File: src/rtl/core/tccw_pkg.sv
// ----------------------------------------------------------------------------
// Text console character writer package
// Shared widths, codes, payload structs and the command type passed from the
// front end to the back end.
// ----------------------------------------------------------------------------
`timescale 1ns / 1ps
`default_nettype none

package tccw_pkg;

  // Default screen geometry.
  localparam int DEF_COLUMNS = 80;
  localparam int DEF_ROWS    = 25;

  // Field widths.
  localparam int OP_W       = 2;
  localparam int CHAR_W     = 8;
  localparam int IDX_W      = 11;
  localparam int POS_W      = 11;
  localparam int ATTR_W     = 8;
  localparam int TAB_W      = 4;
  localparam int PROT_W     = 7;
  localparam int CFG_IDX_W  = 2;
  localparam int CFG_DATA_W = 8;

  // Depth of the command queue between front and back end.
  localparam int QUEUE_DEPTH = 2;

  // Operation codes.
  localparam logic [OP_W-1:0] OP_PUT   = 2'd0;
  localparam logic [OP_W-1:0] OP_READ  = 2'd1;
  localparam logic [OP_W-1:0] OP_CLEAR = 2'd2;

  // Control characters.
  localparam logic [CHAR_W-1:0] CH_BACKSPACE = 8'h08;
  localparam logic [CHAR_W-1:0] CH_TAB       = 8'h09;
  localparam logic [CHAR_W-1:0] CH_NEWLINE   = 8'h0A;
  localparam logic [CHAR_W-1:0] CH_RETURN    = 8'h0D;

  // Configuration register indexes.
  localparam logic [CFG_IDX_W-1:0] CFG_TAB_WIDTH = 2'd0;
  localparam logic [CFG_IDX_W-1:0] CFG_PROTECTED = 2'd1;
  localparam logic [CFG_IDX_W-1:0] CFG_ATTRIBUTE = 2'd2;

  // Configuration reset values.
  localparam logic [TAB_W-1:0]  TAB_RESET  = 4'd4;
  localparam logic [PROT_W-1:0] PROT_RESET = 7'd16;
  localparam logic [ATTR_W-1:0] ATTR_RESET = 8'h0F;

  typedef struct packed {
    logic [OP_W-1:0]   operation;
    logic [CHAR_W-1:0] char_code;
    logic [IDX_W-1:0]  cell_index;
  } item_t;

  typedef struct packed {
    logic [POS_W-1:0]  cursor_position;
    logic [CHAR_W-1:0] cell_char;
    logic [ATTR_W-1:0] cell_attribute;
  } result_t;

  typedef struct packed {
    logic [TAB_W-1:0]  tab_width;
    logic [PROT_W-1:0] protected_columns;
    logic [ATTR_W-1:0] text_attribute;
  } cfg_t;

  // Classified command kinds.
  typedef enum logic [2:0] {
    KIND_PRINT     = 3'd0,
    KIND_BACKSPACE = 3'd1,
    KIND_RETURN    = 3'd2,
    KIND_TAB       = 3'd3,
    KIND_NEWLINE   = 3'd4,
    KIND_READ      = 3'd5,
    KIND_CLEAR     = 3'd6,
    KIND_NOP       = 3'd7
  } kind_t;

  typedef struct packed {
    kind_t             kind;
    logic [CHAR_W-1:0] char_code;
    logic [IDX_W-1:0]  cell_index;
  } cmd_t;

endpackage

`default_nettype wire

File: src/rtl/core/tccw_front.sv
// ----------------------------------------------------------------------------
// Text console front end
// Accepts input beats, classifies each into a command and holds it in a short
// queue until the back end takes it.
// ----------------------------------------------------------------------------
`timescale 1ns / 1ps
`default_nettype none

module tccw_front import tccw_pkg::*; (
  input  logic  clk,
  input  logic  rst,
  input  logic  accept_en,
  input  logic  item_valid,
  output logic  item_ready,
  input  item_t item,
  output logic  cmd_valid,
  input  logic  cmd_ready,
  output cmd_t  cmd
);

  localparam int PTR_W = (QUEUE_DEPTH > 1) ? $clog2(QUEUE_DEPTH) : 1;
  localparam int CNT_W = $clog2(QUEUE_DEPTH + 1);

  cmd_t             q_mem [QUEUE_DEPTH];
  logic [PTR_W-1:0] wr_ptr;
  logic [PTR_W-1:0] rd_ptr;
  logic [CNT_W-1:0] count;
  logic             push;
  logic             pop;

  // Map an input item to the command the back end carries out.
  function automatic cmd_t classify(input item_t it);
    cmd_t c;
    c.char_code  = it.char_code;
    c.cell_index = it.cell_index;
    c.kind       = KIND_NOP;
    if (it.operation == OP_PUT) begin
      unique case (it.char_code)
        CH_BACKSPACE: c.kind = KIND_BACKSPACE;
        CH_RETURN:    c.kind = KIND_RETURN;
        CH_TAB:       c.kind = KIND_TAB;
        CH_NEWLINE:   c.kind = KIND_NEWLINE;
        default:      c.kind = KIND_PRINT;
      endcase
    end else if (it.operation == OP_READ) begin
      c.kind = KIND_READ;
    end else if (it.operation == OP_CLEAR) begin
      c.kind = KIND_CLEAR;
    end
    return c;
  endfunction

  function automatic logic [PTR_W-1:0] ptr_inc(input logic [PTR_W-1:0] p);
    return (p == PTR_W'(QUEUE_DEPTH - 1)) ? '0 : p + PTR_W'(1);
  endfunction

  // Handshakes on both sides of the queue.
  assign item_ready = accept_en && (count != CNT_W'(QUEUE_DEPTH));
  assign push       = item_valid && item_ready;
  assign cmd_valid  = (count != '0);
  assign pop        = cmd_valid && cmd_ready;
  assign cmd        = q_mem[rd_ptr];

  // Queue storage.
  always_ff @(posedge clk) begin
    if (push) begin
      q_mem[wr_ptr] <= classify(item);
    end
  end

  // Queue pointers and fill count.
  always_ff @(posedge clk) begin
    if (rst) begin
      wr_ptr <= '0;
      rd_ptr <= '0;
      count  <= '0;
    end else begin
      if (push) begin
        wr_ptr <= ptr_inc(wr_ptr);
      end
      if (pop) begin
        rd_ptr <= ptr_inc(rd_ptr);
      end
      if (push && !pop) begin
        count <= count + CNT_W'(1);
      end else if (pop && !push) begin
        count <= count - CNT_W'(1);
      end
    end
  end

endmodule

`default_nettype wire

File: config.mk
export PLATFORM = sky130hd
export DESIGN_NAME = tccw_front
export DESIGN_NICKNAME = d
export VERILOG_FILES = /design/src/rtl/core/tccw_pkg.sv /design/src/rtl/core/tccw_front.sv
export SDC_FILE = /design/constraint.sdc
export NUM_CORES = 1
export LEC_CHECK = 0
export BUFFER_PORTS_ARGS = -buffer_cell sky130_fd_sc_hd__buf_2
export CAP_MARGIN = 20
export CORE_MARGIN = 5
export CORE_UTILIZATION = 47
export DETAILED_ROUTE_END_ITERATION = 8
export GPL_ROUTABILITY_DRIVEN = 1
export PLACE_DENSITY = 0.78
export SETUP_SLACK_MARGIN = 0.15
export SYNTH_ARGS = -nofsm -noshare
export SYNTH_HDL_FRONTEND = slang
export SYNTH_SLANG_ARGS = --single-unit
File: constraint.sdc
create_clock -name clk -period 3.45 [get_ports clk]
set_input_delay 0.345 -clock clk [delete_from_list [all_inputs] [get_ports clk]]
set_output_delay 0.345 -clock clk [all_outputs]
set_load 0.01 [all_outputs]
# ---- Word level (Yosys, flattened, before mapping)
# Memories as Yosys holds them, arrays and structs flattened. A register that Yosys moved wholly into a read port is not among the register bits.
# Cells that the tools add are included.
dict set report word_totals {
  elab_cells 38
  ff_bits 4
  n_memories 1
  out_inout_bits 24
  ramBits 44
  inputBits 26
}
dict set report classes {
  n_addsub 4
  n_mux 13
  n_reduce_logical 10
  n_eq_ne 7
}
# name depth width rd rd_clocked_by_memory_dff write_ports line
set mem_list {}
lappend mem_list {q_mem 2 22 1 1 1 tccw_front.sv:24} ;# cmd_t q_mem [QUEUE_DEPTH];
# op n
set op_table {}
lappend op_table {{$eq A8 B4 Y1 const B} 4}
lappend op_table {{$pmux W3 S4} 1}
lappend op_table {{$mux W1} 7}
lappend op_table {{$mux W2} 3}
lappend op_table {{$mux W3} 2}
lappend op_table {{$logic_and A1 B1 Y1} 5}
lappend op_table {{$reduce_bool A2 Y1} 2}
lappend op_table {{$add A1 B1 Y1 const B} 2}
lappend op_table {{$add A2 B1 Y2 const B} 1}
lappend op_table {{$eq A2 B1 Y1 const B} 1}
lappend op_table {{$eq A2 B2 Y1 const B} 1}
lappend op_table {{$logic_not A1 Y1} 2}
lappend op_table {{$logic_not A2 Y1} 1}
lappend op_table {{$ne A2 B2 Y1 const B} 1}
lappend op_table {{$sub A2 B1 Y2 const B} 1}

# ---- Depth between registers and ports, before layout
dict set report logic_depth {
  depth_word 7
  mapped_depth 6
  depth_no_buf 6
}

# ---- Least setup slack after synthesis
# Ideal clock, no wire load.
dict set report synth_timing {
  kind {flip-flop to flip-flop}
  startpoint {reg count[0]}
  endpoint {mem q_mem[0][0] (netlist name), enable pin}
  required_ns 3.047
  path_stages_with_launch 4
  setup_time_ns 0.403
  path_buffers 0
  period_less_slack_ns 2.130
  slack_ns 1.320
  t_arrival_ns 1.726
  cell_sequence {dfxtp_1 > nand2b_1 > and3_4 > nor2b_1}
}
dict set report synth_via {
  elab_chain_len 5
}
# element line
set synth_rtl {}
lappend synth_rtl {{start, declared} tccw_front.sv:27} ;# logic [CNT_W-1:0] count;
lappend synth_rtl {{start signal, assigned} tccw_front.sv:85} ;# count <= count + CNT_W'(1);
lappend synth_rtl {{start signal, assigned} tccw_front.sv:87} ;# count <= count - CNT_W'(1);
lappend synth_rtl {{$ne A2 B2 Y1} tccw_front.sv:58} ;# assign item_ready = accept_en && (count != CNT_W'(QUEUE_DEPTH));
lappend synth_rtl {{$logic_and A1 B1 Y1} tccw_front.sv:58}
lappend synth_rtl {{$logic_and A1 B1 Y1} tccw_front.sv:59} ;# assign push = item_valid && item_ready;
lappend synth_rtl {{named net push} tccw_front.sv:28} ;# logic push;
lappend synth_rtl {{$mux W1} tccw_front.sv:66} ;# if (push) begin
lappend synth_rtl {{$mux W1 (implied by the code)} tccw_front.sv:67} ;# q_mem[wr_ptr] <= classify(item);
lappend synth_rtl {{end, declared} tccw_front.sv:24}
# The timed path passes the listed nets, and every way through them passes these cells.

==> metrics.md <==
| Metric | Value |
|---|---|
| Area added between synthesis and finish | `22.48%` |
| Register area | `0.001421 mm2` |
| Main combinational cell family by area after synthesis | `multiplexers` |
| Sequential share of the synthesized area | `0.7578` |
| Clock buffer depth | `2` |
| WL per Instance | `~16 um` |
| Crit path to | `cmd[11]` |
| Synth warn | `0` |
| # setup viols final | `0` |
| GRT overflow | `0` |
| Critical path class | `reg -> out` |
| First-pass GRT wire length | `between 5 and 6 mm` |
| FF-to-FF Start | `count[0]$_SDFFE_PP0P_` |
| Cell area after layout | `0.002297 mm2` |
| Total of max-cap violations | `0` |
| Post-Syn Nets | `130` |
| Yosys reg bits | `49` |
| Final WL | `3.250 mm` |
| Slowest cell on crit path | `dfxtp_1` |
| Post-synthesis xor/xnor area fraction | `0.01401` |
| CORE AREA | `around 0.0039 mm2` |
| P_int | `~1.1 mW` |
| Chip height | `approximately 73 um` |
| Vias in the first global route | `1106` |
| Synth Area per Inst | `~18 um2` |
| Clock transition at path regs | `~0.080 ns` |
| Final Hold Vio Count | `0` |
| # fillers | `between 300 and 400` |
| # resized after CTS | `0` |
| Clk pwr share | `0.259` |
| Kind of end point of the critical path | `output port` |
| DRC | `0` |
| Most common cell after layout, fill and taps aside | `buf_2` |
| CP Data Arrival Time | `between 1.5 and 2 ns` |
| Drt initial violations | `51` |
| Worst Tran Pin Value | `between 0.9 and 1 ns` |
| Setup crit start kind | `flip-flop` |
| Routability cong. | `0.7296` |
| Initial Utilization | `0.4757` |
| Die width | `around 73 um` |
| Clk sinks | `49` |
| Switching share of power | `0.2623` |
| Req. time, crit path | `approximately 3.1 ns` |
| VDD IR max | `0.4831 mV` |
| GR Util All Layers | `0.1272` |
| Flop2flop setup slack | `1.53 ns` |
| Synth Area in Simple Gates | `0.05137` |
| Nets | `about 190` |
| Synth Cell Area | `~0.0019 mm2` |
| Via Count | `between 1k and 1.5k` |
| Hold depth | `1` |
| Setup ws final | `between 1 and 1.5 ns` |
| Buffers on Ports | `49` |
| Hold-fix buffer count after cts | `0` |
| R2R Path End | `q_mem[1][9]$_DFFE_PP_` |
| Initial antenna violation count | `0` |
| Clk root buf | `clkbuf_8` |
| Detail Route Antenna Nets | `0` |
| # IOs | `50` |
| CTS tree | `done` |
| Drt via density | `between 4 and 5` |
| Largest net degree at the start of global routing | `23` |
| Status | `finished clean` |
| Layout cells sized above 1 | `0.5220` |
| Placed Area | `roughly 0.0022 mm2` |
| Drt first pass iters | `4` |
| Setup Total Neg Slack | `0 ns` |
| Mux share of post-synthesis cell area | `0.1381` |
| P per Cell Area | `~660 mW/mm2` |
| Slowest stage delay, CP | `just over 0.9 ns` |
| Pleak | `a little under 0.9 nW` |
| Place WS | `around 1.4 ns` |
| Inserted Diodes | `0` |
| Dpl hpwl | `approximately 2.3 mm` |
| Max transition margin | `0.3415` |
| RSZ-0062 raised after global routing | `no` |
| Layout Skew | `0.004756 ns` |
| Area of the multi-input gates | `around 440 um2` |
| Sequential share of power | `0.510` |
| Synth cell types | `19` |
| R2R cell count | `3` |
| H-tree depth | `2` |
| Max Clk Rate | `approximately 470 MHz` |
| Die ar. | `roughly 0.0054 mm2` |
| Logic pwr share | `0.232` |
| Worst hold path type | `in -> reg` |
| Cells along the critical path | `mux2_2 > buf_2` |
| Part of the cycle the worst path needs | `0.6230` |
| Synth Area in Compound Gates | `0.02268` |
| CTS Buf Count | `5` |
| Most frequent cells in the layout | `49 x buf_2, 44 x edfxtp_1, 23 x mux2_2, 7 x nor2_1` |
| # Post-CTS Setup Buffers | `0` |
| # rows | `23` |
| Final Critical Period | `2.149 ns` |
| Synth Area in Adders | `0.006671` |
| Clock latency at the later pin of the worst-skew pair | `about 0.30 ns` |
| Crit path max fanout | `22` |
| Net Switching | `397.3 uW` |
| Max Slew Vio Count | `0` |
| Syn Inst Count | `103` |
| Hold_ws | `0.2347 ns` |
-- cells in the mapped netlist, drive strengths merged --
cell	instances	area, um2
mux2	23	259.0
buf	2	10.01
and2	2	12.51
ha	1	12.51
or2	1	6.260
xor2	3	26.28
a21oi	1	5.000
or3b	1	8.760
nor2	7	26.28
inv	2	7.510
o41ai	2	17.52
a41o	1	10.01
nor2b	2	12.51
edfxtp	44	1321
and3	1	11.26
dfxtp	5	100.1
or3	2	12.51
nand2b	1	6.260
o21ai	2	10.01
-- registers in the layout, summed over array words and instances, names as in the netlist, named ones only --
name and count:
count 2, q_mem 44, rd_ptr 1, wr_ptr 1
-- stage by stage --
stage,total power [mW],std cells,utilization
2_1_floorplan,1.004,103,-
3_3_place_gp,1.127,200,0.5519
3_5_place_dp,1.140,200,0.5519
4_1_cts,1.528,208,0.5798
5_1_grt,1.587,209,0.5827
6_report,1.514,209,0.5827
-- power by group through the flow --
stage,sequential [mW],combinational [mW],clock [mW]
after floorplan,0.748,0.256,0
after global placement,0.783,0.343,0
after detailed placement,0.789,0.351,0
after CTS,0.777,0.354,0.398
after global routing,0.784,0.385,0.418
final,0.772,0.351,0.392
-- critical path: cells and delay by family, from the launching register on --
kind,cells,cell delay (ns)
flip-flops,1,0.93
multiplexers,1,0.43
buffers and inverters,1,0.14
-- metal layers --
metal	up-vias	wire, um	global-route usage
li1	503	-	-
met1	489	1210	0.1345
met2	39	1703	0.2234
met3	6	281	0.05234
met4	0	55	0.04918
met5	-	0	0
-- layout make-up --
cell class | count | share of cell area
clock buffer | 5 | 0.02996
clock inverter | 3 | 0.01797
inverter | 2 | 0.003268
multi-input combinational | 50 | 0.1912
sequential | 49 | 0.6187
tap | 50 | 0.02723
timing repair buffer | 50 | 0.1117
-- cell families after synthesis --
family                   Yosys count
flip-flops                        49
AND/OR/NAND/NOR                   17
XOR/XNOR                           3
AO/OA/AOI/OAI                      6
multiplexers                      23
buffers and inverters              4
adder cells (fa/ha/maj)            1
-- worst min-delay path by stage --
stage / slack, ns / startpoint / to
2_1_floorplan: 0.41 / rst / count[1]$_SDFFE_PP0P_
3_3_place_gp: 0.49 / rd_ptr$_SDFFE_PP0P_ / rd_ptr$_SDFFE_PP0P_
3_5_place_dp: 0.51 / rd_ptr$_SDFFE_PP0P_ / rd_ptr$_SDFFE_PP0P_
4_1_cts: 0.23 / item[6] / q_mem[0][6]$_DFFE_PP_
5_1_grt: 0.22 / item[3] / q_mem[0][3]$_DFFE_PP_
6_report: 0.23 / item[6] / q_mem[0][6]$_DFFE_PP_
Power figures use the tool's default switching activity.
